<file path="config.mk">
export PLATFORM = sky130hd
export DESIGN_NAME = fedl_datapath
export DESIGN_NICKNAME = d
export VERILOG_FILES = /design/src/design/fedl_pkg.sv /design/src/design/fedl_datapath.sv
export SDC_FILE = /design/constraint.sdc
export NUM_CORES = 2
export LEC_CHECK = 0
export BUFFER_PORTS_ARGS = -buffer_cell sky130_fd_sc_hd__buf_2
export CAP_MARGIN = 20
export CORE_ASPECT_RATIO = 0.9
export CORE_UTILIZATION = 30
export DETAILED_ROUTE_END_ITERATION = 8
export GPL_TIMING_DRIVEN = 0
export SYNTH_ARGS = -nofsm -noshare
export SYNTH_HDL_FRONTEND = slang
export SYNTH_SLANG_ARGS = --single-unit
</file>
<file path="constraint.sdc">
create_clock -name clk -period 8.5 [get_ports clk]
set_clock_uncertainty 0.15 [all_clocks]
set_input_delay 0.85 -clock clk [delete_from_list [all_inputs] [get_ports clk]]
set_output_delay 0.85 -clock clk [all_outputs]
set_load 0.005 [all_outputs]
</file>
<file path="src/design/fedl_pkg.sv">
// Shared types, widths and constants for the feedback echo delay line.
// Used by the store RAM, the controller, the datapath and the top level.
`timescale 1ns / 1ps

package fedl_pkg;

  // The store depth must be a power of two; pointers wrap by truncation.
  localparam int STORE_DEPTH = 4096;
  localparam int ADDR_W      = $clog2(STORE_DEPTH);

  localparam int SAMPLE_W   = 16;
  localparam int GAIN_W     = 16;
  localparam int DELAY_W    = 12;
  localparam int CFG_IDX_W  = 3;
  localparam int CFG_DATA_W = 16;

  typedef logic signed [SAMPLE_W-1:0] sample_t;
  typedef logic signed [GAIN_W-1:0]   gain_t;
  typedef logic [ADDR_W-1:0]          addr_t;
  typedef logic [DELAY_W-1:0]         delay_t;
  typedef logic [CFG_IDX_W-1:0]       cfg_idx_t;
  typedef logic [CFG_DATA_W-1:0]      cfg_data_t;

  // Configuration register indexes.
  localparam cfg_idx_t REG_PASS_GAIN        = cfg_idx_t'(0);
  localparam cfg_idx_t REG_ECHO_GAIN        = cfg_idx_t'(1);
  localparam cfg_idx_t REG_FEEDBACK_GAIN    = cfg_idx_t'(2);
  localparam cfg_idx_t REG_FEEDFORWARD_GAIN = cfg_idx_t'(3);
  localparam cfg_idx_t REG_ECHO_DELAY       = cfg_idx_t'(4);

  // Reset values of the configuration registers (gains are Q2.14).
  localparam gain_t  PASS_GAIN_RST        = gain_t'(16384);
  localparam gain_t  ECHO_GAIN_RST        = gain_t'(8192);
  localparam gain_t  FEEDBACK_GAIN_RST    = gain_t'(8192);
  localparam gain_t  FEEDFORWARD_GAIN_RST = gain_t'(0);
  localparam delay_t ECHO_DELAY_RST       = delay_t'(1024);

  // Stage strobes from the controller to the datapath.
  typedef struct packed {
    logic ld_x;
    logic ld_mul;
    logic ld_sum;
    logic ld_echo;
    logic ld_y;
    logic ld_fb;
    logic ld_out;
    logic same_entry;
  } ctl_t;

endpackage

</file>
<file path="src/design/fedl_datapath.sv">
// Fixed-point arithmetic of the echo: gain products, rounding, saturation, output register.
// Depends on fedl_pkg for sample and gain types and the stage strobe struct.
`timescale 1ns / 1ps

module fedl_datapath (
  input  logic              clk,
  input  fedl_pkg::ctl_t    ctl,
  input  fedl_pkg::sample_t sample_in,
  input  fedl_pkg::gain_t   pass_gain,
  input  fedl_pkg::gain_t   echo_gain,
  input  fedl_pkg::gain_t   feedback_gain,
  input  fedl_pkg::gain_t   feedforward_gain,
  input  fedl_pkg::sample_t rd_data,
  output fedl_pkg::sample_t sw2,
  output fedl_pkg::sample_t sample_out
);

  localparam int PROD_W = fedl_pkg::SAMPLE_W + fedl_pkg::GAIN_W;
  localparam int ACC_W  = PROD_W + 2;
  localparam int FRAC_W = 14;
  localparam int SCL_W  = ACC_W - FRAC_W;
  localparam int SUM_W  = SCL_W + 1;
  localparam int ROUND  = 1 << (FRAC_W - 1);
  localparam fedl_pkg::sample_t SAMPLE_MAX = {1'b0, {(fedl_pkg::SAMPLE_W-1){1'b1}}};
  localparam fedl_pkg::sample_t SAMPLE_MIN = {1'b1, {(fedl_pkg::SAMPLE_W-1){1'b0}}};

  // Round half up, then drop the fraction bits (arithmetic shift).
  function automatic logic signed [SCL_W-1:0] scale14(input logic signed [ACC_W-1:0] v);
    logic signed [ACC_W-1:0] t;
    t = v + ACC_W'(ROUND);
    return t[ACC_W-1:FRAC_W];
  endfunction

  function automatic fedl_pkg::sample_t sat16(input logic signed [SUM_W-1:0] v);
    logic [SUM_W-fedl_pkg::SAMPLE_W:0] top;
    top = v[SUM_W-1:fedl_pkg::SAMPLE_W-1];
    if ((&top) || !(|top)) begin
      return v[fedl_pkg::SAMPLE_W-1:0];
    end else if (v[SUM_W-1]) begin
      return SAMPLE_MIN;
    end else begin
      return SAMPLE_MAX;
    end
  endfunction

  fedl_pkg::sample_t x;
  fedl_pkg::sample_t sw;
  fedl_pkg::sample_t sw1;
  fedl_pkg::sample_t sr;
  fedl_pkg::sample_t y;
  logic signed [PROD_W-1:0] p_ff;
  logic signed [PROD_W-1:0] p_pass;
  logic signed [PROD_W-1:0] p_echo;
  logic signed [PROD_W-1:0] p_fb;

  fedl_pkg::sample_t       s_r;
  logic signed [ACC_W-1:0] y_acc;
  fedl_pkg::sample_t       sw1_next;
  fedl_pkg::sample_t       y_next;

  assign s_r      = ctl.same_entry ? sw1 : sr;
  assign sw1_next = sat16(SUM_W'(sw) + SUM_W'(scale14(ACC_W'(p_ff))));
  assign y_acc    = ACC_W'(p_pass) + ACC_W'(p_echo);
  assign y_next   = sat16(SUM_W'(scale14(y_acc)));
  assign sw2      = sat16(SUM_W'(sw1) + SUM_W'(scale14(ACC_W'(p_fb))));

  always_ff @(posedge clk) begin
    if (ctl.ld_x) begin
      x <= sample_in;
    end
    if (ctl.ld_mul) begin
      sw     <= rd_data;
      p_ff   <= PROD_W'(feedforward_gain) * PROD_W'(x);
      p_pass <= PROD_W'(pass_gain) * PROD_W'(x);
    end
    if (ctl.ld_sum) begin
      sr  <= rd_data;
      sw1 <= sw1_next;
    end
    if (ctl.ld_echo) begin
      p_echo <= PROD_W'(echo_gain) * PROD_W'(s_r);
    end
    if (ctl.ld_y) begin
      y <= y_next;
    end
    if (ctl.ld_fb) begin
      p_fb <= PROD_W'(feedback_gain) * PROD_W'(y);
    end
    if (ctl.ld_out) begin
      sample_out <= y;
    end
  end

endmodule

</file>
[Word-level counts from Yosys, hierarchy flattened]
Index checks and enable logic that the tools add are counted.
Operators by class
  add/sub/neg operators: 6
  multipliers: 4
  multiplexer cells: 7
  reductions and logical operators: 12
Operator list (count)
  $mul 16x16->32: 4
  $mux 16: 7
  $add 32x15->33 const B: 2
  $add 16x19->20: 2
  $add 33x15->34 const B: 1
  $add 32x32->33: 1
  $reduce_and 6->1: 2
  $reduce_or 6->1: 2
  $reduce_and 5->1: 1
  $reduce_or 5->1: 1
  $logic_not 1->1: 3
  $logic_or 1x1->1: 3
Word-level totals
  bits in registers: 224
  output and inout port bits: 32
  word-level logic and storage cells: 39

[Logic depth before layout (Yosys ltp)]
  depth in word-level cells: 6
  depth in mapped cells: 26
  depth with buffers taken out: 24

[Worst setup path after synthesis]
No wires, ideal clock.
  kind: input to register
  start: input port ctl[0] in the netlist's numbering
  end: register p_echo[30], data pin
  setup time: 0.260 ns
  data arrival time: 7.349 ns
  required time: 8.090 ns
  slack: 0.741 ns
  stages on the path: 23
  buffers on the path: 3
  cells stage by stage: clkbuf_1 -> buf_1 -> mux2_2 -> clkbuf_1 -> nand2_1 -> inv_1 -> fa_1 -> fa_1 -> fa_1 -> fa_1 -> fa_1 -> inv_1 -> fa_1 -> inv_1 -> ha_1 -> nand4_1 -> or2_2 -> o31ai_1 -> a21oi_1 -> a21oi_1 -> a41oi_1 -> mux2i_1 -> nand2_1
Between the ends
  word-level cells in the longest chain between the ends: 2
Ends and longest elaborated chain
  from (decl): line fedl_datapath.sv:7  | input fedl_pkg::ctl_t ctl,
  $mux 16: line fedl_datapath.sv:61  | assign s_r = ctl.same_entry ? sw1 : sr;
  $mul 16x16->32: line fedl_datapath.sv:81  | p_echo <= PROD_W'(echo_gain) * PROD_W'(s_r);
  to (signal assigned): line fedl_datapath.sv:81
  to (decl): line fedl_datapath.sv:53  | logic signed [PROD_W-1:0] p_echo;
Every way passes these cells.
A chain may end at the register's enable or synchronous reset.

[Worst setup path after layout]
Same ends and word-level chain as after synthesis.

==> flow_summary.json <==
{
  "place_ws_ns": -0.496,
  "worstPathArrival_ns": 8.24,
  "wl_met3_um": 8610,
  "syn_area_um2": 48900,
  "viasPerCell": 4.63,
  "insertion_delay_ns": 0.54,
  "async_flop_share_pct": 0,
  "start_util_pct": 30.2,
  "path_clk_slew_ns": 0.10,
  "setup_violations": 0,
  "ys_seq_area_share_pct": 12.2,
  "first_pass_iters": 6,
  "cts_buffers": 17,
  "worstMarginPinSlew_ns": 1.06,
  "die-area_um2": 165000,
  "drc": 0,
  "avgSynthCellArea_um2": 9.71,
  "grt_pass1_wl_um": 209000,
  "period_minus_slack_ns": 8.13,
  "fin_crit_sh_pct": 95.7,
  "fin_tns_setup_ns": 0,
  "clock.fmax_mhz": 123,
  "gp_congestion": 0.932,
  "dr_total_vias": 34000,
  "holdBufCountCts": 0,
  "synth_fp_nets": 6615,
  "final_util_pct": 32.7,
  "relSlewSlack_pct": 29.3,
  "coreArea_um2": 162000,
  "slowest_delay_ns": 0.83,
  "crit_fanout": 10,
  "synth_area_leader_cell": "fa_1",
  "routedWlPerCell_um": 18.0,
  "cp-end-kind": "flop",
  "num_rows": 140,
  "slew_violations": 0,
  "hpwlAfterDp_um": 114000,
  "ant_nets": 0,
  "finalHoldViolations": 0,
  "critical_path.cell_chain": "clkbuf_2, mux2i_1, clkbuf_1, nor2b_1, fa_1, inv_1, fa_1, fa_1, inv_1, fa_1, fa_1, inv_1, fa_1, inv_1, ha_1, a211oi_1, o21ai_0, a221oi_1, o31ai_2, a21oi_1, a21oi_1, a41oi_1, mux2i_1, nand2_1",
  "drt-total-wl_um": 132000,
  "die_x_um": 428,
  "final_nets": 6772,
  "cts-root-buf": "clkbuf_16",
  "grtUsageTotal_pct": 16.7,
  "synth_cell_types": 83,
  "cts_max_path_buffers": 2,
  "synth_ff_type": "edfxtp_1",
  "hp-class": "in2reg",
  "htree_num_levels": 4,
  "cts_setup_buffers": 0,
  "boundaryPins": 137,
  "die_h_um": 385,
  "io_buffers": 135,
  "drt_iter0_markers": 2032,
  "synth_cells": 5038,
  "topRoutingLayerUsed": "met5",
  "maxCapViolations": 0,
  "clkSinkCount": 198,
  "cpMostUsedCell": "fa_1",
  "synth_top_cell_area_share_pct": 42.9,
  "drive_above_1_share_pct": 4.72,
  "synth-edff-count": 198,
  "synthTopCellsByCount": "inv_1, fa_1, nand2_1",
  "area_growth_pct": 8.24,
  "synth-seq-cells": 198,
  "slowest_stage": "mux2i_1",
  "grt_pass1_vias": 36400,
  "layout_setup_ws_ns": 0.368,
  "critPathKind": "in2reg",
  "antenna_found_initial": 19,
  "yosys-top-cells-area": "fa_1, edfxtp_1, ha_1, inv_1, and2_1",
  "drt-met1-wl_um": 56500,
  "yosysMostFrequentCell": "inv_1",
  "cp_data_required_time_ns": 8.60,
  "critPathLaunchType": "input pin",
  "rsz0062_at_grt": "no",
  "wl_met2_um": 63900,
  "grt_max_degree": 68,
  "yosysWarnings": 0,
  "grt.overflow.total": 0,
  "cts_tree": "yes",
  "outcome": "completed"
}
## critical path, delay by kind of cell
family / cells / cell delay, ns
buf+inv: 6 / 0.95
fa+ha+maj: 7 / 3.44
compound gates: 7 / 1.70
mux: 2 / 1.04
simple gates: 2 / 0.23
## state kept, by name, summed over array words and instances, names as in the netlist
signal      count
p_echo         32
p_fb           19
p_ff           19
p_pass         32
sample_out     16
sr             16
sw             16
sw1            16
x              16
y              16
## routing by layer
metal	vias to the layer above	global-route usage [%]
li1	15500	-
met2	999	27.8
met3	189	2.79
met5	-	0
met4	2	4.40
met1	17300	22.4
## metrics by stage
step / hold slack, ns / instances / cell area [um2]
floorplan: 0.356 / 5038 / 48900
global placement: 0.509 / 7303 / 52200
detailed placement: 0.521 / 7307 / 52300
CTS: 0.286 / 7339 / 52900
global route: 0.305 / 7343 / 52900
finish: 0.330 / 7346 / 52900
## what timing repair did
item	CTS	global route
endpoints found under the hold margin	0	0
gates resized for setup	0	4
setup endpoints to repair	0	5
## cell type report
type / instances / area [um2]
Tap cell: 2130 / 2670
Clock inverter: 15 / 181
Buffer: 152 / 602
Timing Repair Buffer: 139 / 732
Sequential cell: 198 / 5950
Fill cell: 16800 / 109000
Multi-Input combinational cell: 3451 / 37700
Inverter: 1236 / 4640
Antenna cell: 8 / 20.0
Clock buffer: 17 / 425
## cell usage in the layout, fill, tap and decap left out, drive strengths merged, types with 12 or more instances in the layout
cell       n
a31oi     15
a21oi    119
edfxtp   198
clkbuf   162
xor2      54
nand2b    34
o21bai    24
xnor2    153
o21a      23
a21o      37
inv     1241
o21ai     84
and3      15
mux2      12
nor2     135
nand2    575
and2     401
ha       424
a211oi    19
nand4     18
nand3     45
buf      146
nor2b     59
nor3      28
fa      1048
## path summary, 6_finish.rpt
kind | startpoint | endpoint | slack [ns] | cells after the start
setup / recovery | ctl[0] | p_echo[30] | 0.37 | 24
hold / removal | sample_in[10] | x[10] | 0.33 | 1
setup reg to reg | sw1[5] | p_echo[30] | 0.45 | 23
hold reg to reg | y[0] | sample_out[0] | 0.52 | 0
## logic make-up after synthesis
kind of cell / synth area share [%]
adders and majority gates: 53.8
AOI/OAI and AO/OA: 5.72
muxes: 0.420
xor gates and xnor gates: 3.72
and+or+nand+nor: 13.5
DFF: 12.2
buffers and inverters: 10.7
Power is left out: the tool's default activity adds up to more than one toggle a clock period on the data nets, which glitch-free logic cannot reach.
