**config.mk**
```make
export PLATFORM = sky130hd
export DESIGN_NAME = fedl_ctrl
export DESIGN_NICKNAME = d
export VERILOG_FILES = /design/src/design/fedl_pkg.sv /design/src/design/fedl_ctrl.sv
export SDC_FILE = /design/constraint.sdc
export NUM_CORES = 1
export LEC_CHECK = 0
export BUFFER_PORTS_ARGS = -buffer_cell sky130_fd_sc_hd__buf_4
export CAP_MARGIN = 5
export CORE_ASPECT_RATIO = 1.2
export CORE_MARGIN = 2
export CORE_UTILIZATION = 57
export CTS_CLUSTER_DIAMETER = 40
export DETAILED_ROUTE_END_ITERATION = 6
export PLACE_DENSITY = 0.83
export SLEW_MARGIN = 20
export SYNTH_ARGS = -nofsm -noshare
export SYNTH_HDL_FRONTEND = slang
export SYNTH_SLANG_ARGS = --single-unit
```
**constraint.sdc**
```tcl
create_clock -name clk -period 5.4 [get_ports clk]
set_input_delay 0.27 -clock clk [delete_from_list [all_inputs] [get_ports clk]]
set_output_delay 0.27 -clock clk [all_outputs]
set_load 0.03 [all_outputs]
```
**src/design/fedl_pkg.sv**
```systemverilog
// Shared types, widths and constants for the feedback echo delay line.
// Used by the store RAM, the controller, the datapath and the top level.
`timescale 1ns / 1ps

package fedl_pkg;

  // The store depth must be a power of two; pointers wrap by truncation.
  localparam int STORE_DEPTH = 4096;
  localparam int ADDR_W      = $clog2(STORE_DEPTH);

  localparam int SAMPLE_W   = 16;
  localparam int GAIN_W     = 16;
  localparam int DELAY_W    = 12;
  localparam int CFG_IDX_W  = 3;
  localparam int CFG_DATA_W = 16;

  typedef logic signed [SAMPLE_W-1:0] sample_t;
  typedef logic signed [GAIN_W-1:0]   gain_t;
  typedef logic [ADDR_W-1:0]          addr_t;
  typedef logic [DELAY_W-1:0]         delay_t;
  typedef logic [CFG_IDX_W-1:0]       cfg_idx_t;
  typedef logic [CFG_DATA_W-1:0]      cfg_data_t;

  // Configuration register indexes.
  localparam cfg_idx_t REG_PASS_GAIN        = cfg_idx_t'(0);
  localparam cfg_idx_t REG_ECHO_GAIN        = cfg_idx_t'(1);
  localparam cfg_idx_t REG_FEEDBACK_GAIN    = cfg_idx_t'(2);
  localparam cfg_idx_t REG_FEEDFORWARD_GAIN = cfg_idx_t'(3);
  localparam cfg_idx_t REG_ECHO_DELAY       = cfg_idx_t'(4);

  // Reset values of the configuration registers (gains are Q2.14).
  localparam gain_t  PASS_GAIN_RST        = gain_t'(16384);
  localparam gain_t  ECHO_GAIN_RST        = gain_t'(8192);
  localparam gain_t  FEEDBACK_GAIN_RST    = gain_t'(8192);
  localparam gain_t  FEEDFORWARD_GAIN_RST = gain_t'(0);
  localparam delay_t ECHO_DELAY_RST       = delay_t'(1024);

  // Stage strobes from the controller to the datapath.
  typedef struct packed {
    logic ld_x;
    logic ld_mul;
    logic ld_sum;
    logic ld_echo;
    logic ld_y;
    logic ld_fb;
    logic ld_out;
    logic same_entry;
  } ctl_t;

endpackage

```
**src/design/fedl_ctrl.sv**
```systemverilog
// Sequencer for the echo: clearing sweep, pointers, store access and output handshake.
// Depends on fedl_pkg for types and the stage strobe struct.
`timescale 1ns / 1ps

module fedl_ctrl (
  input  logic              clk,
  input  logic              rst,
  input  logic              in_valid,
  output logic              in_stall,
  output logic              out_valid,
  input  logic              out_stall,
  input  fedl_pkg::delay_t  echo_delay,
  input  fedl_pkg::sample_t sw2,
  output fedl_pkg::ctl_t    ctl,
  output logic              mem_we,
  output fedl_pkg::addr_t   mem_waddr,
  output fedl_pkg::sample_t mem_wdata,
  output logic              mem_re,
  output fedl_pkg::addr_t   mem_raddr
);

  localparam int SUM_W =
    ((fedl_pkg::ADDR_W > fedl_pkg::DELAY_W) ? fedl_pkg::ADDR_W : fedl_pkg::DELAY_W) + 1;
  localparam fedl_pkg::addr_t LAST_ADDR = fedl_pkg::addr_t'(fedl_pkg::STORE_DEPTH - 1);

  typedef enum logic [2:0] {
    S_CLEAR, S_IDLE, S_MUL, S_SUM, S_ECHO, S_Y, S_FB, S_WB
  } state_t;

  state_t          state;
  fedl_pkg::addr_t clr_addr;
  fedl_pkg::addr_t rd_ptr;
  fedl_pkg::addr_t w_addr;
  logic            same;

  logic             accept;
  logic             out_free;
  logic [SUM_W-1:0] w_sum;
  fedl_pkg::addr_t  w_comb;

  assign w_sum    = SUM_W'(rd_ptr) + SUM_W'(echo_delay);
  assign w_comb   = w_sum[fedl_pkg::ADDR_W-1:0];
  assign in_stall = rst || (state != S_IDLE);
  assign accept   = in_valid && !in_stall;
  assign out_free = !out_valid || !out_stall;

  always_ff @(posedge clk) begin
    if (rst) begin
      state     <= S_CLEAR;
      clr_addr  <= '0;
      rd_ptr    <= '0;
      out_valid <= 1'b0;
    end else begin
      if (ctl.ld_out) begin
        out_valid <= 1'b1;
      end else if (!out_stall) begin
        out_valid <= 1'b0;
      end
      unique case (state)
        S_CLEAR: begin
          clr_addr <= clr_addr + 1'b1;
          if (clr_addr == LAST_ADDR) begin
            state <= S_IDLE;
          end
        end
        S_IDLE: begin
          if (accept) begin
            w_addr <= w_comb;
            same   <= (w_comb == rd_ptr);
            state  <= S_MUL;
          end
        end
        S_MUL:  state <= S_SUM;
        S_SUM:  state <= S_ECHO;
        S_ECHO: state <= S_Y;
        S_Y:    state <= S_FB;
        S_FB:   state <= S_WB;
        S_WB: begin
          if (out_free) begin
            rd_ptr <= rd_ptr + 1'b1;
            state  <= S_IDLE;
          end
        end
      endcase
    end
  end

  always_comb begin
    ctl.ld_x       = accept;
    ctl.ld_mul     = (state == S_MUL);
    ctl.ld_sum     = (state == S_SUM);
    ctl.ld_echo    = (state == S_ECHO);
    ctl.ld_y       = (state == S_Y);
    ctl.ld_fb      = (state == S_FB);
    ctl.ld_out     = (state == S_WB) && out_free;
    ctl.same_entry = same;
  end

  // The write position is read first, then the read position.
  assign mem_re    = accept || (state == S_MUL);
  assign mem_raddr = (state == S_MUL) ? rd_ptr : w_comb;

  // When both positions coincide, the zero written at the read position is final.
  assign mem_we = (state == S_CLEAR) || (state == S_ECHO) ||
                  ((state == S_WB) && out_free && !same);

  always_comb begin
    case (state)
      S_CLEAR: mem_waddr = clr_addr;
      S_ECHO:  mem_waddr = rd_ptr;
      default: mem_waddr = w_addr;
    endcase
  end

  assign mem_wdata = (state == S_WB) ? sw2 : '0;

endmodule

```
=== After elaboration in Yosys (flattened, before gate mapping) ===
Cells that the tools add are included.

* Bits in registers: 41
* Logic and storage cells: 49

* Equal/unequal tests: 14
* Muxes and demuxes: 9
* $add $sub $neg: 3
* Reduce and logical (&&, ||, !) cells: 16
* Bitwise logic cells: 1

{| class="wikitable"
|+ Operators by type and width
! kind !! number
|-
| 12-bit by 1-bit adder with 12-bit output, second input constant || 2
|-
| 12-bit case mux with 2 select lines || 1
|-
| 3-bit case mux with 8 select lines || 1
|-
| 16-bit two-way mux || 1
|-
| 12-bit adder || 1
|-
| 12-bit == test || 1
|-
| 12-bit == test, second input constant || 1
|-
| 3-bit == test, second input constant || 4
|-
| 12-bit two-way mux || 1
|-
| 3-bit two-way mux || 3
|-
| 3-bit by 2-bit == test with 1-bit output, second input constant || 2
|-
| 2-bit != test, second input constant || 3
|-
| 3-bit AND reduction || 2
|-
| 1-bit logical OR || 5
|-
| 1-bit logical NOT || 4
|-
| 3-bit by 1-bit == test with 1-bit output, second input constant || 1
|-
| 1-bit logical AND || 3
|-
| 3-bit logical NOT || 1
|-
| 3-bit by 1-bit != test with 1-bit output, second input constant || 1
|-
| 1-bit two-way mux || 2
|-
| 2-bit by 1-bit != test with 1-bit output, second input constant || 1
|-
| 2-bit AND reduction || 1
|-
| 1-bit NOT || 1
|}

=== Longest topological paths before layout ===
Gate-level depths: netlist (run 1).

* Depth in word-level cells: 6
* Mapped depth: 8
* Gate-level depth less buffers: 8

=== Worst setup path after synthesis (run 1) ===
No wires, ideal clock.

* Path type: flip-flop to output port
* Start point: reg rd_ptr[0]
* End point: out mem_raddr[10]
* Cell stages (with the launch flop): 9
* Arrival: 2.308 ns
* Path slack: 2.822 ns
* Data required time: 5.130 ns
* Cells stage by stage: dfxtp_1 ha_1 fa_1 a21o_1 a211oi_4 nor2_2 a311oi_2 xnor2_1 mux2_2

* Word-level cells in the longest chain between the ends: 2

{| class="wikitable"
|+ RTL lines
! what !! line !! text
|-
| start: declaration || fedl_ctrl.sv:32 || <nowiki>fedl_pkg::addr_t rd_ptr;</nowiki>
|-
| start signal: assignment || fedl_ctrl.sv:80 || <nowiki>rd_ptr <= rd_ptr + 1'b1;</nowiki>
|-
| 12-bit adder || fedl_ctrl.sv:41 || <nowiki>assign w_sum = SUM_W'(rd_ptr) + SUM_W'(echo_delay);</nowiki>
|-
| via w_sum[10] || fedl_ctrl.sv:38 || <nowiki>logic [SUM_W-1:0] w_sum;</nowiki>
|-
| 12-bit two-way mux || fedl_ctrl.sv:101 || <nowiki>assign mem_raddr = (state == S_MUL) ? rd_ptr : w_comb;</nowiki>
|-
| end: declaration || fedl_ctrl.sv:19 || <nowiki>output fedl_pkg::addr_t mem_raddr</nowiki>
|}

The timed path passes the listed nets, and every way through them passes these cells.

=== Worst setup path in the final report (run 1) ===
* Start point: reg rd_ptr[3]
* End point: out mem_raddr[11]

* Word-level cells in the longest chain between the ends: 2

{| class="wikitable"
|+ RTL lines
! what !! line
|-
| 12-bit adder || fedl_ctrl.sv:41
|-
| 12-bit two-way mux || fedl_ctrl.sv:101
|}

Every way passes these cells.

==> results of run 1 <==
## how the worst max path moves through the flow
| stage | to | slack (ns) | startpoint |
|---|---|---|---|
| 2_1_floorplan | mem_raddr[10] | 2.82 | rd_ptr[0] |
| 3_3_place_gp | mem_raddr[10] | 2.61 | echo_delay[0] |
| 3_5_place_dp | mem_raddr[10] | 2.55 | rd_ptr[0] |
| 4_1_cts | mem_raddr[10] | 2.21 | rd_ptr[0] |
| 5_1_grt | mem_raddr[11] | 2.02 | rd_ptr[2] |
| 6_report | mem_raddr[11] | 2.15 | rd_ptr[3] |
## layer usage
metal	GRT usage, %	up-vias	wire length [um]
met5	0	-	0
met4	8.39	0	138
met3	3.86	13	465
met2	46.7	105	4050
met1	32.9	1333	3100
li1	-	1373	-
## synthesized netlist by cell type, types with 2 or more instances
cell / instances
nor4b_1: 2
nand4_1: 9
edfxtp_1: 13
nor2_1: 32
a21o_1: 2
o21a_1: 4
dfxtp_1: 28
and3_1: 3
nand3_1: 8
nor3b_1: 3
o22ai_1: 2
and4_1: 3
or2_2: 4
nand2_1: 28
mux2_2: 11
xor2_1: 16
mux2i_1: 16
ha_1: 13
and2_1: 20
buf_2: 4
or3_1: 7
a211oi_1: 5
clkbuf_1: 15
inv_1: 6
a31oi_1: 2
o21ai_0: 24
a21oi_1: 14
nor4_1: 2
xnor2_1: 21
o211ai_1: 3
nand2b_1: 2
nor3_1: 8
buf_4: 2
## layout make-up
type                       instances  area, um^2
clock buffer                       6        72.6
inverter                           6        22.5
tap                               62        77.6
sequential                        41         951
clock inverter                     2        11.3
timing repair buffer              84         631
multi-input combinational        279        1940
fill                             428        1480
## where the power goes
group          total [uW]  switching [uW]  internal [uW]
registers             322            2.94            319
clock network         199             109           89.7
logic                91.8            48.4           43.4
## flip-flops by register name, summed over array words and instances, names as in the netlist
signal,count
state,3
clr_addr,12
same,1
out_valid,1
w_addr,12
rd_ptr,12
## stage by stage
step	util, %	cells
floorplan	-	349
global placement	69.7	472
detailed placement	69.9	472
CTS	71.5	480
global route	71.5	480
finish	71.5	480
## critical path, cell delays in order, from the launching register on
cell,delay [ns]
dfxtp_1,0.44
ha_1,0.43
o211ai_1,0.13
o21ai_0,0.50
nand2_1,0.17
a31oi_1,0.34
mux2i_1,0.32
xnor2_1,0.16
buf_4,0.19
## logic make-up (layout without fill, tap and decap cells)
logic type               count (synthesis)  after routing
XOR/XNOR                                38             38
AND/OR/NAND/NOR                        136            136
buffers and inverters                   29             98
multiplexers                            27             27
flip-flops                              41             41
adder cells (fa/ha/maj)                 14             14
AO/OA/AOI/OAI                           64             64
==> metrics, run 1 <==
run status complete, no violations; TNS Setup 0 ns; Initial Util 58.0%; Initial DRT Pass Iterations 4; PostCTS Resize Cnt 0; TritonCTS clock tree built; R2R Path End same; remaining antenna violation count 0; synthesized area per cell 8.63 um^2; Max Clk Rate 308 MHz; Final Hold Viols 0; Die Width 70.4 um; Remaining DRCs 0; Critical R2R Launch rd_ptr[0]; DR vias 2824; Setup crit end kind output pin; GP Congestion 0.905; clock root cell clkbuf_8; clock slew at reported path FFs 0.08 ns; leakage 0.00146 uW; Post-CTS Setup Repair Bufs 0; DRT iter0 DRCs 209; core area 0.00519 mm^2; synthesized net count 395; CP required 5.13 ns; post-synth top area cell dfxtp_1; # IOs 84; CTS sink cnt 41; hold_buf cts 0; area post-placement 0.00362 mm^2; critical path peak fanout 8; gr ovfl total 0; global-route wire length before repair 12.7 mm; RSZ-0062 raised after global routing no; final WL 7.76 mm; Tot Pwr 612 uW; main flop type after synthesis dfxtp_1; sequential area share after synthesis 31.6%; dpl ws 2.55 ns; post-DR vias/cell 5.88; reg2reg path depth 8; CTS buffer count 5; Routed WL per cell 16.2 um; post-synthesis adder-cell area fraction 6.07%; vias in the first global route 2641; final instance area 0.00371 mm^2; ys async rst share 0%; n_diodes 0; most common cell after layout, fill and taps aside buf_4; worst hold stages 3; startpoint types flop; hold slack final 0.259 ns; Worst-Margin Slew 1.00 ns; Unique masters post-synth 50; top cells by area, synth dfxtp_1 19%, edfxtp_1 13%, xnor2_1 6.1%, ha_1 5.4%, mux2i_1 5.3%; share of cells above drive strength 1 26.6%; IO Port Bufs 83; H-tree levels 2; area share of the leading cell type in the synthesized netlist 18.6%; clock skew 0.0196 ns; VDD IR max 0.105 mV; Post-synth EDFFs 13; most frequent cells in the layout 84 x buf_4, 32 x nor2_1, 28 x nand2_1, 28 x dfxtp_1, 24 x o21ai_0; P per Cell Area 165 mW/mm^2; Worst Hold Class input port to flop; CTS Buffer Depth 2; Cells after Synth 349; Yosys warnings 0; CP Data Arrival Time 2.98 ns; mux share of post-synthesis cell area 9.43%; xor/xnor share of the synthesized area 11.5%; Clock Latency Late Sink 0.31 ns; Net count, final 463; DP HPWL 5.90 mm; # Max-Cap Violations 0; Worst Hold Path EP out_valid; main combinational cell family by area after synthesis simple AND/OR/NAND/NOR gates; initial antenna violation count 0; die area 0.00588 mm^2; pin count of the biggest net entering global routing 30; gr usage total 26.5%; crit path kind flop to output pin; fin worst setup slack 2.15 ns; area grow syn2layout 23.1%; Synth Cell Area 0.00301 mm^2; Final Max Slew Viols 0; min-delay src out_stall; Slew headroom 33.0%; Register-to-Register Setup Slack 2.56 ns; synthesized flop and latch total 41; period utilisation layout 60.1%; Compound-Gate Fraction of Synth Area 13.7%; simple-gate share of the synthesized area 23.4%; minimum clock period 3.25 ns; height of the chip 83.6 um; FP Rows 29; final setup fails 0
No activity file was read; power rests on OpenSTA's default activity.
==> run 2: changes to the inputs <==
Settings changed: CORE_UTILIZATION 57 to 48, PLACE_DENSITY 0.83 to 0.74.
Clock period 5.4 ns to 2.9 ns, I/O delays scaled along.
==> run 2 against run 1 <==
Effect of this change:
- sequential power is 86% higher
- non-clock buffer count is 16 higher
- clock power is 89% higher
- register-to-register slack worse by 2.3 ns
- clock-buffer cell count is 1 lower
- combinational power is 85% higher
- clock skew is 0.0078 ns lower
- global-route usage is 3.8 points lower
==> metrics, run 2 (synthesis results as in run 1) <==
run status complete, no violations (unchanged); post-DR vias/cell 5.43 (was 5.88); CP Data Arrival Time 2.65 ns (was 2.98 ns); minimum clock period 2.80 ns; crit-path leading delay family compound AO/OA/AOI/OAI gates (unchanged); Worst-Margin Slew 0.625 ns (was 1.00 ns); Remaining DRCs 0 (unchanged); Routed WL per cell 15.4 um (was 16.2 um); DRT iter0 DRCs 142 (was 209); Final Max Slew Viols 0 (unchanged); VDD IR max 0.224 mV (was 0.105 mV); H-tree levels 2 (unchanged); share of cells above drive strength 1 30.4% (was 26.6%); final instance area 0.00386 mm^2 (was 0.00371 mm^2); area grow syn2layout 28.1% (was 23.1%); vias in the first global route 2698 (was 2641); crit path kind flop to output pin (unchanged); Initial DRT Pass Iterations 5 (was 4); n_diodes 0 (unchanged); global-route wire length before repair 12.9 mm (was 12.7 mm); initial antenna violation count 0 (unchanged); CP required 2.76 ns (was 5.13 ns); FP Rows 31 (was 29); Sw Share 26.6% (was 26.2%); CTS buffer count 5 (unchanged); # Max-Cap Violations 0 (unchanged); CTS Buffer Depth 2 (unchanged); Buf/Inv on CP 1 (unchanged); leakage 0.00155 uW (was 0.00146 uW); RSZ-0062 raised after global routing no (unchanged); fin cells 516 (was 480); DR vias 2802 (was 2824); GP Congestion 0.902 (was 0.905); Slew headroom 58.2% (was 33.0%); Initial Util 49.8% (was 58.0%); slowest stage delay, CP 0.43 ns (was 0.50 ns); Inst Count DP 505 (was 472); Max Clk Rate 357 MHz; Worst Hold Class input port to flop (unchanged); die area 0.00693 mm^2 (was 0.00588 mm^2); CTS sink cnt 41 (unchanged); critical path peak fanout 3 (was 8); hold_buf cts 0 (unchanged); Sw Pwr 305 uW (was 160 uW); clock skew 0.0118 ns (was 0.0196 ns); # IOs 84 (unchanged); Cell Int Power 841 uW (was 452 uW); remaining antenna violation count 0 (unchanged); FILL cells 532 (was 428); Setup crit end kind output pin (unchanged); TNS Setup 0 ns (unchanged); Top Registers clr_addr: 12 flops, rd_ptr: 12 flops, w_addr: 12 flops (unchanged); most frequent cells in the layout 100 x buf_4, 32 x nor2_1, 28 x nand2_1, 28 x dfxtp_1, 24 x o21ai_0 (was 84 x buf_4, 32 x nor2_1, 28 x nand2_1, 28 x dfxtp_1, 24 x o21ai_0); startpoint types flop (unchanged); height of the chip 90.8 um (was 83.6 um); combinational share of power 14.8% (was 15.0%); final setup fails 0 (unchanged); pin count of the biggest net entering global routing 30 (unchanged); Clock power frac 32.9% (was 32.4%); period utilisation layout 96.5%; Net count, final 479 (was 463); core area 0.00605 mm^2 (was 0.00519 mm^2); final design utilization 63.8% (was 71.5%); CP max stage cell fa_2 (was o21ai_0); area post-placement 0.00374 mm^2 (was 0.00362 mm^2); most common cell after layout, fill and taps aside buf_4 (unchanged); Tot Pwr 1150 uW (was 612 uW); final WL 7.96 mm (was 7.76 mm); clock root cell clkbuf_8 (unchanged); DP HPWL 6.16 mm (was 5.90 mm); TritonCTS clock tree built (unchanged); clock slew at reported path FFs 0.09 ns (was 0.08 ns); Flop pwr share 52.3% (was 52.6%); Die Width 76.3 um (was 70.4 um); gr usage total 22.7% (was 26.5%); Final Hold Viols 0 (unchanged); Clock Latency Late Sink 0.30 ns (was 0.31 ns); crit path cell chain ha_2 -> fa_2 -> a21o_1 -> a211oi_4 -> nor2_2 -> a311oi_2 -> xnor2_1 -> mux2_2 -> buf_4 (was ha_1 -> o211ai_1 -> o21ai_0 -> nand2_1 -> a31oi_1 -> mux2i_1 -> xnor2_1 -> buf_4); gr ovfl total 0 (unchanged); IO Port Bufs 83 (unchanged); P per Cell Area 297 mW/mm^2 (was 165 mW/mm^2)
[run 2: changes by cell type in the layout (fill, tap and decap cells not counted)]
cell,change
ha_2,+2
clkinv_1,-1
clkinv_2,+2
ha_1,-2
buf_4,+16
nor3b_2,+1
fa_1,-1
clkbuf_1,-1
fa_2,+1
nor3b_4,-1
[run 2: path summary, 6_finish.rpt]
| kind | from | endpoint | slack (ns) | cells past startpoint |
|---|---|---|---|---|
| setup reg to reg | rd_ptr[0] | same | 0.22 | 8 |
| hold / removal | out_stall | out_valid | 0.13 | 3 |
| hold reg to reg | out_valid | out_valid | 0.50 | 2 |
| setup / recovery | rd_ptr[0] | mem_raddr[10] | 0.10 | 9 |
[run 2: routing by layer]
metal  GRT usage (%)  share of wire (%)  vias up
li1                -                  -     1403
met1            26.7                 43     1325
met2            41.7                 52       63
met3            3.70                3.3       11
met4            7.27                1.9        0
met5               0                  0        -
[run 2: power groups by stage]
stage | Sequential (uW) | Combinational [uW] | Clock, uW
after floorplan | 611 | 99.4 | 0
after global placement | 612 | 167 | 0
after detailed placement | 612 | 169 | 0
after CTS | 599 | 170 | 374
after global routing | 600 | 182 | 401
final | 599 | 170 | 377
[run 2: layout make-up]
class | count | area (um^2) | area share, %
clock buffer | 5 | 68.8 | 1.78
timing repair buffer | 100 | 751 | 19.5
clock inverter | 3 | 17.5 | 0.454
multi-input combinational | 279 | 1940 | 50.4
sequential | 41 | 951 | 24.7
tap | 82 | 103 | 2.66
inverter | 6 | 22.5 | 0.584
[run 2: repair_timing]
action / CTS / global route
pin swaps: 1 / 4
resized for setup: 1 / 2
setup buffers: 0 / 3
setup endpoints to repair: 1 / 1
[run 2: worst min-delay path: cells and delay by family]
kind,cells,cell delay (ns)
AND/OR/NAND/NOR,1,0.07
buffers and inverters,1,0.11
AO/OA/AOI/OAI,1,0.06
[run 2: stage by stage]
step                      setup slack (ns)  hold WS, ns
after floorplan                      0.420        0.307
after global placement               0.322        0.434
after detailed placement             0.237        0.448
after CTS                           0.0369        0.134
after global routing                0.0315        0.136
final                                0.102        0.132
==> run 3: changes to the inputs <==
Settings changed: GPL_TIMING_DRIVEN set to 0.
==> run 3 against run 2 <==
Effect of this change:
- sequential cell count is the same
- register-to-register slack gained 0.04 ns
- non-clock buffer count grew 8
- utilization grew 0.19 points
- via count grew 1.7%
- cell count grew 1.6%
==> metrics, run 3 (synthesis results as in run 1) <==
final WL 8.21 mm (was 7.96 mm); H-tree levels 2 (unchanged); Setup crit end kind output pin (unchanged); crit path cell chain ha_2 -> fa_2 -> a21o_1 -> a211oi_4 -> nor2_2 -> a311oi_2 -> xnor2_1 -> mux2_2 -> buf_4 (unchanged); CP required 2.76 ns (about the same); Worst-Margin Slew 0.655 ns (was 0.625 ns); CTS Buffer Depth 2 (unchanged); area post-placement 0.00374 mm^2 (about the same); TNS Setup 0 ns (unchanged); clock slew at reported path FFs 0.07 ns (was 0.09 ns); # Max-Cap Violations 0 (unchanged); remaining antenna violation count 0 (unchanged); period utilisation layout 97.1% (was 96.5%); Routed WL per cell 15.7 um (was 15.4 um); gr usage total 23.9% (was 22.7%); dpl ws 0.0130 ns (was 0.237 ns); Final Max Slew Viols 0 (unchanged); share of cells above drive strength 1 28.5% (was 30.4%); clock root cell clkbuf_8 (unchanged); Initial Util 49.8% (unchanged); Final Hold Viols 0 (unchanged); worst hold stages 3 (unchanged); Worst Hold Class input port to flop (unchanged); CTS buffer count 5 (unchanged); clock skew 0.00228 ns (was 0.0118 ns); core area 0.00605 mm^2 (unchanged); Initial DRT Pass Iterations 4 (was 5); Worst Hold Path EP out_valid (unchanged); # IOs 84 (unchanged); global-route wire length before repair 13.4 mm (was 12.9 mm); Net count, final 487 (was 479); final instance area 0.00387 mm^2 (was 0.00386 mm^2); R2R Path End same (unchanged); area grow syn2layout 28.5% (was 28.1%); crit path kind flop to output pin (unchanged); CTS sink cnt 41 (unchanged); Remaining DRCs 0 (unchanged); met1 Track Usage GR 26.7% (about the same); CP max stage cell dfxtp_2 (was fa_2); fin worst setup slack 0.0837 ns (was 0.102 ns); Multi-input gate area 0.00195 mm^2 (was 0.00194 mm^2); VDD IR max 0.241 mV (was 0.224 mV); Top Registers clr_addr: 12 flops, rd_ptr: 12 flops, w_addr: 12 flops (unchanged); FF/Latch Area 960 um^2 (was 951 um^2); GR peak layer met2 (unchanged); min-delay src out_stall (unchanged); hold_buf cts 0 (unchanged); crit-path leading delay family compound AO/OA/AOI/OAI gates (unchanged); M3 GR Usage 3.70% (unchanged); leakage 0.00153 uW (was 0.00155 uW); run status complete, no violations (unchanged); height of the chip 90.8 um (unchanged); post-DR vias/cell 5.44 (was 5.43); critical path peak fanout 7 (was 3); GP Congestion 0.852 (was 0.902); Clock Latency Late Sink 0.30 ns (about the same); initial antenna violation count 0 (unchanged); CP Data Arrival Time 2.67 ns (was 2.65 ns); pin count of the biggest net entering global routing 14 (was 30); Die Width 76.3 um (unchanged); final setup fails 0 (unchanged); P per Cell Area 293 mW/mm^2 (was 297 mW/mm^2); FP Rows 31 (unchanged); Slew headroom 56.3% (was 58.2%); minimum clock period 2.82 ns (was 2.80 ns); FILL cells 540 (was 532); startpoint types flop (unchanged); DR vias 2851 (was 2802); grt met2 use 43.6% (was 41.7%); most common cell after layout, fill and taps aside buf_4 (unchanged); gr ovfl total 0 (unchanged); DRT iter0 DRCs 140 (was 142); Buf/Inv on CP 1 (unchanged); reg2reg path depth 9 (was 8); die area 0.00693 mm^2 (unchanged); Max Clk Rate 355 MHz (was 357 MHz); TritonCTS clock tree built (unchanged); n_diodes 0 (unchanged); most frequent cells in the layout 88 x buf_4, 32 x nor2_1, 28 x nand2_1 (was 100 x buf_4, 32 x nor2_1, 28 x nand2_1, 28 x dfxtp_1, 24 x o21ai_0); slowest stage delay, CP 0.38 ns (was 0.43 ns); Register-to-Register Setup Slack 0.26 ns (was 0.22 ns); IO Port Bufs 83 (unchanged); Critical R2R Launch rd_ptr[0] (unchanged); DP HPWL 6.37 mm (was 6.16 mm); vias in the first global route 2767 (was 2698)
## run 3: final cells by class
cell class                 instances  share of cell area (%)
multi-input combinational        279                    50.5
clock buffer                       7                    1.97
sequential                        41                    24.8
timing repair buffer              86                    16.7
buffer                            22                    2.72
tap                               82                    2.65
inverter                           6                   0.582
clock inverter                     1                  0.0970
## run 3: tightest hold or removal path, delay by kind of cell
family	cells	cell delay, ns
AOI/OAI and AO/OA	1	0.06
buffers and inverters	1	0.11
and+or+nand+nor	1	0.07
## run 3: worst max path at each step
stage,start,endpoint,cells past startpoint
3_3_place_gp,rd_ptr[0],same,8
6_report,rd_ptr[0],mem_raddr[10],9
2_1_floorplan,rd_ptr[0],same,8
4_1_cts,rd_ptr[4],mem_raddr[10],8
3_5_place_dp,rd_ptr[0],same,8
5_1_grt,rd_ptr[0],mem_raddr[10],9
## run 3: metrics by stage
step	hold WS, ns	total power [uW]	instances	utilization [%]
2_1_floorplan	0.307	710	349	-
3_3_place_gp	0.440	781	514	61.8
3_5_place_dp	0.445	785	514	61.8
4_1_cts	0.130	1140	523	63.4
5_1_grt	0.160	1180	524	63.9
6_report	0.129	1130	524	63.9
## run 3: metal layers
| layer | part of all wire (%) | vias up |
|---|---|---|
| met5 | 0 | - |
| met4 | 3.6 | 0 |
| met3 | 3.7 | 22 |
| met2 | 52 | 77 |
| met1 | 41 | 1323 |
| li1 | - | 1429 |
## run 3: power breakdown
part	leakage, uW	total [uW]	switching [uW]	internal, uW
sequential	0.000346	597	4.89	592
combinational	0.00114	176	92.0	84.1
clock	0.0000399	359	191	168
## run 3: what timing repair did
action                     4_1_cts  5_1_grt
gates resized for setup          7        6
pin swaps                        2        3
buffers inserted                 1        2
setup endpoints to repair       10        3
